==> src/rtl/cpav_pkg.sv <==
`default_nettype none
package cpav_pkg;

    // pipeline depths
    localparam int SQ_STEPS  = 34;
    localparam int DIV_STEPS = 25;

    // 1.001 in Q1.30
    localparam logic [30:0] SCALE_Q30 = 31'd1074815566;

    // register reset values
    localparam logic [23:0] DESIRED_RST = 24'd72090;
    localparam logic [23:0] MARGIN_RST  = 24'd3277;
    localparam logic [23:0] HEIGHT_RST  = 24'd13107;

    typedef enum logic [1:0] {
        REG_DESIRED = 2'd0,
        REG_MARGIN  = 2'd1,
        REG_HEIGHT  = 2'd2
    } t_reg_idx;

    // side data traveling with the root pipeline
    typedef struct packed {
        logic             ok;
        logic [2:0][31:0] owner;
        logic [2:0][32:0] mag;
        logic [2:0]       neg;
    } t_side;

    // side data traveling with the divider pipeline
    typedef struct packed {
        logic             ok;
        logic [2:0][31:0] owner;
        logic [2:0]       neg;
    } t_tail;

    // saturate to the signed 32-bit range
    function automatic logic [31:0] sat32(input logic signed [34:0] v);
        logic [31:0] r;
        if (v > 35'sd2147483647) begin
            r = 32'h7FFF_FFFF;
        end else if (v < -35'sd2147483648) begin
            r = 32'h8000_0000;
        end else begin
            r = v[31:0];
        end
        return r;
    endfunction

endpackage
`default_nettype wire

==> src/rtl/cpav_div.sv <==
`default_nettype none
module cpav_div (
    input  wire logic        i_clk,
    input  wire logic        i_en,
    input  wire logic [57:0] i_num,
    input  wire logic [33:0] i_den,
    output logic      [24:0] o_quo
);
    import cpav_pkg::*;

    logic [DIV_STEPS-1:0][24:0] r_low;
    logic [DIV_STEPS-1:0][33:0] r_rem;
    logic [DIV_STEPS-1:0][33:0] r_den;
    logic [DIV_STEPS-1:0][24:0] r_quo;

    logic [DIV_STEPS-1:0][24:0] s_low;
    logic [DIV_STEPS-1:0][33:0] s_rem;
    logic [DIV_STEPS-1:0][33:0] s_den;
    logic [DIV_STEPS-1:0][24:0] s_quo;

    genvar k;
    generate
        for (k = 0; k < DIV_STEPS; k++) begin : g_stage
            logic [34:0] w_acc;
            logic        w_take;

            if (k == 0) begin : g_first
                assign s_low[k] = i_num[24:0];
                assign s_rem[k] = {1'b0, i_num[57:25]};
                assign s_den[k] = i_den;
                assign s_quo[k] = '0;
            end else begin : g_next
                assign s_low[k] = r_low[k-1];
                assign s_rem[k] = r_rem[k-1];
                assign s_den[k] = r_den[k-1];
                assign s_quo[k] = r_quo[k-1];
            end

            // restoring step: one quotient bit
            always_comb begin
                w_acc  = {s_rem[k], s_low[k][24]};
                w_take = (w_acc >= {1'b0, s_den[k]});
            end

            always_ff @(posedge i_clk) begin
                if (i_en) begin
                    r_low[k] <= {s_low[k][23:0], 1'b0};
                    r_rem[k] <= w_take ? 34'(w_acc - {1'b0, s_den[k]}) : w_acc[33:0];
                    r_den[k] <= s_den[k];
                    r_quo[k] <= {s_quo[k][23:0], w_take};
                end
            end
        end
    endgenerate

    assign o_quo = r_quo[DIV_STEPS-1];

endmodule
`default_nettype wire

==> config.mk <==
export PLATFORM = sky130hd
export DESIGN_NAME = cpav_div
export DESIGN_NICKNAME = d
export VERILOG_FILES = /design/src/rtl/cpav_pkg.sv /design/src/rtl/cpav_div.sv
export SDC_FILE = /design/constraint.sdc
export NUM_CORES = 2
export LEC_CHECK = 0
export BUFFER_PORTS_ARGS = -buffer_cell sky130_fd_sc_hd__buf_2
export CAP_MARGIN = 30
export CORE_ASPECT_RATIO = 1.5
export CORE_MARGIN = 1
export CORE_UTILIZATION = 40
export DETAILED_ROUTE_END_ITERATION = 12
export RECOVER_POWER = 50
export SETUP_SLACK_MARGIN = 0.1
export SLEW_MARGIN = 0
export SYNTH_ARGS = -nofsm -noshare
export SYNTH_HDL_FRONTEND = slang
export SYNTH_SLANG_ARGS = --single-unit
==> constraint.sdc <==
create_clock -name i_clk -period 10.2 [get_ports i_clk]
set_input_delay 1.53 -clock i_clk [delete_from_list [all_inputs] [get_ports i_clk]]
set_output_delay 1.53 -clock i_clk [all_outputs]
set_load 0.1 [all_outputs]
==> parameters.txt <==
Parameter                              Value

Floorplanning
  Ports ... 119
  Die area ... 0.304 mm^2
  Floorplan core area ... 0.300 mm^2
  Count of standard-cell rows ... 246
  DIE HEIGHT ... 675 um
  Die Width ... 450 um
  Initial standard-cell utilization of the core ... 0.402

Logic synthesis
  Top-area cell type share of the netlist area ... 0.562
  Netlist area before placement ... 0.121 mm^2
  Post-synthesis net count ... 11300
  Syn Area/Cell ... 11.7 um^2
  Synthesized instance count ... 10400
  Distinct cell type count after synthesis ... 87
  Number of warnings reported in the yosys synthesis log ... 0
  Library cell with the largest summed area after synthesis ... edfxtp_1
  Number of register bits inferred by synthesis ... 2257
  Ys flop type ... edfxtp_1
  Post-synth EDFFs ... 2257
  Async set-reset flop share out of synthesis ... 0
  Leading post-synthesis cells by cell area ... edfxtp_1 (56%), ha_1 (8.8%), a21oi_1 (3.8%)
  Portion of the post-synthesis area used by sequential elements ... 0.562

Route
  Total DRC errors in the routed layout ... 18
  Wirelength per Cell ... 20.5 um
  Vias per cell ... 5.34
  Post-detailed-route count of antenna-violating nets ... 0
  Vias ... 78500
  Number of iterations in the first detailed-routing pass ... 12
  Total wire length after detailed routing ... 302000 um
  DR iter-0 viols ... 3826

Global routing
  Maximum number of pins on one net before global-route repair ... 183
  Total global routing track utilization ... 0.193
  Number of global-route vias before repair ... 83600
  Grt ovf ... 0
  Antenna violations before repair ... 7
  Wire length of the first global-routing pass ... 450000 um

Placement
  Number of buffers inserted by port buffering ... 118
  Half-perimeter wire length after placement ... 233000 um
  Worst setup timing slack at the placement stage ... 3.71 ns
  Placer congestion estimate ... 1.01
  Cell count after placement ... 14300

Pwr
  Net load switching power ... 0.0163 W
  Switching share of total power ... 0.382
  Int Pwr ... 0.0263 W
  Worst IR Drop VDD ... 0.169 mV
  Power per Cell Area ... 319 mW/mm^2
  Sequential share of power ... 0.344
  Portion of total power attributed to combinational logic ... 0.458
  Share of total power in the clock network ... 0.197
  Static leakage ... 53.7 nW

Clock network
  Number of sinks handled by clock tree synthesis ... 2257
  Post-CTS Hold Buffers ... 0
  Number of buffers inserted by post-CTS setup repair ... 0
  Total clock buffers created by CTS ... 232
  Deepest clock path buffer count ... 4
  Clock latency on the worst-skew pair ... 0.94 ns
  Post-CTS sizing ... 0
  TritonCTS clock tree ... built
  Clk root buf ... clkbuf_16
  Total number of H-tree levels ... 4
  Clock slew at reported path FFs ... 0.06 ns

Worst setup path
  Critical path class ... input port to flop
  Worst Path Max Fanout ... 161
  Endpoint arrival time on the critical path ... 7.42 ns
  Critical path data required time ... 10.48 ns
  Slowest cell on crit path ... dlymetal6s4s_1
  Worst stage delay on the critical path ... 5.12 ns
  Dominant delay contributor by cell family on the critical path ... buffers and inverters
  Critical path, cell by cell ... buf_12, dlymetal6s4s_1
  Kind of start point of the critical path ... input port
  Kind of end point of the critical path ... flop
  Critical path buffer and inverter count ... 2

Final layout
  # nets final ... 11500
  Highest-count cells in the layout ignoring fill and taps ... edfxtp_1 (2257), inv_1 (1064), a21oi_1 (920)
  Leading cell type in the layout, fill and taps excluded ... edfxtp_1
  Fraction of final layout cells with drive strength greater than 1 ... 0.0799
  Area growth from synthesis to layout ... 10.7%
  Non-filler cells in the finished layout ... 14700

Timing
  Setup ws final ... 3.06 ns
  Relative slew slack ... -3.73
  Setup repair after global routing missed its margin ... no
  Hold violation total from the final report ... 0
  Post-route minimum period ... 7.14 ns
  Worst Max-Slew Pin Slew ... 7.10 ns
  Worst slack on hold paths ... 0.352 ns
  Setup-failing EPs final ... 0
  Clock Skew ... 0.0824 ns
  Number of pins with negative max-slew slack in the final report ... 693
  Share of the clock period used by the worst path after layout ... 0.700
  Upper clock frequency limit ... 140 MHz
  Setup total negative slack ... 0 ns

Outcome
  Status ... finished with violations
  Violated checks ... design-rule violations, max-capacitance violations, max-slew violations

Hold path
  Path class of the lowest-slack min-delay path ... flop to flop

Flow run
  Count of maximum capacitance violations ... 10
-- sequential cells by signal (all words and copies together), names as in the netlist --
signal         cells
r_low            276
r_quo            300
r_den            816
g_stage.w_acc    840
o_quo             25
-- metrics by stage --
stage               cell area (um^2)   util  power [W]
floorplan                     121000      -     0.0286
global placement              126000  0.421     0.0337
detailed placement            126000  0.421     0.0342
CTS                           134000  0.445     0.0428
global route                  134000  0.445     0.0451
finish                        134000  0.445     0.0426
-- synthesized netlist by cell type, types with 19 or more instances --
cell	count
a2111oi_0	22
a211oi_1	49
a21boi_0	19
a21o_1	474
a21oi_1	923
a221o_1	19
a221oi_1	27
a31o_2	24
a31oi_1	66
and2_1	36
and3_1	80
buf_4	26
clkbuf_1	190
edfxtp_1	2257
fa_1	24
ha_1	850
inv_1	1064
mux2_2	262
nand2_1	738
nand2b_1	104
nand3_1	139
nand4_1	151
nor2_1	536
nor2b_1	105
nor3_1	97
nor4_1	36
o211ai_1	29
o21a_1	81
o21ai_0	683
o21bai_1	124
o31ai_1	49
or3_1	29
xnor2_1	425
xor2_1	292
-- cell type report --
cell class                      count  area [um^2]
Timing Repair Buffer              211         1340
Inverter                         1064         3990
Fill cell                       27200       166000
Multi-Input combinational cell   6791        48100
Antenna cell                        6         15.0
Clock buffer                      278         6020
Clock inverter                    142         1360
Sequential cell                  2257        67800
Tap cell                         3968         4960
-- worst paths after layout --
kind	startpoint	endpoint	slack, ns	cells after the start
min	r_low[7]$_DFFE_PP_	r_low[33]$_DFFE_PP_	0.35	0
max reg2reg	g_stage[4].w_acc[0]$_DFFE_PP_	g_stage[5].w_acc[33]$_DFFE_PP_	4.75	15
max	i_en	r_den[272]$_DFFE_PP_	3.06	2
min reg2reg	r_low[7]$_DFFE_PP_	r_low[33]$_DFFE_PP_	0.35	0
-- layer usage --
metal / vias to the layer above / share of wire / track usage
met3: 912 / 0.023 / 0.0208
met5: - / 0.000043 / 0
met2: 1468 / 0.62 / 0.436
li1: 38400 / - / -
met1: 37700 / 0.27 / 0.127
met4: 2 / 0.090 / 0.158
-- cell families (layout without fill, tap and decap cells) --
logic type / count (synthesis) / count (layout) / share of synthesized area
adders and majority gates: 874 / 874 / 0.0921
and+or+nand+nor: 2142 / 2142 / 0.0835
AOI/OAI and AO/OA: 2776 / 2776 / 0.143
DFF: 2257 / 2257 / 0.562
xor gates and xnor gates: 717 / 717 / 0.0520
muxes: 282 / 282 / 0.0261
buffers and inverters: 1306 / 1695 / 0.0418
other: 0 / 6 / 0
-- power groups by stage --
stage               registers [W]  logic [W]  clock network, W
finish                     0.0147     0.0195           0.00841
global route               0.0149     0.0213           0.00896
CTS                        0.0146     0.0195           0.00867
detailed placement         0.0148     0.0194                 0
global placement           0.0148     0.0190                 0
floorplan                  0.0144     0.0142                 0
(Power assumes the default switching activity.)
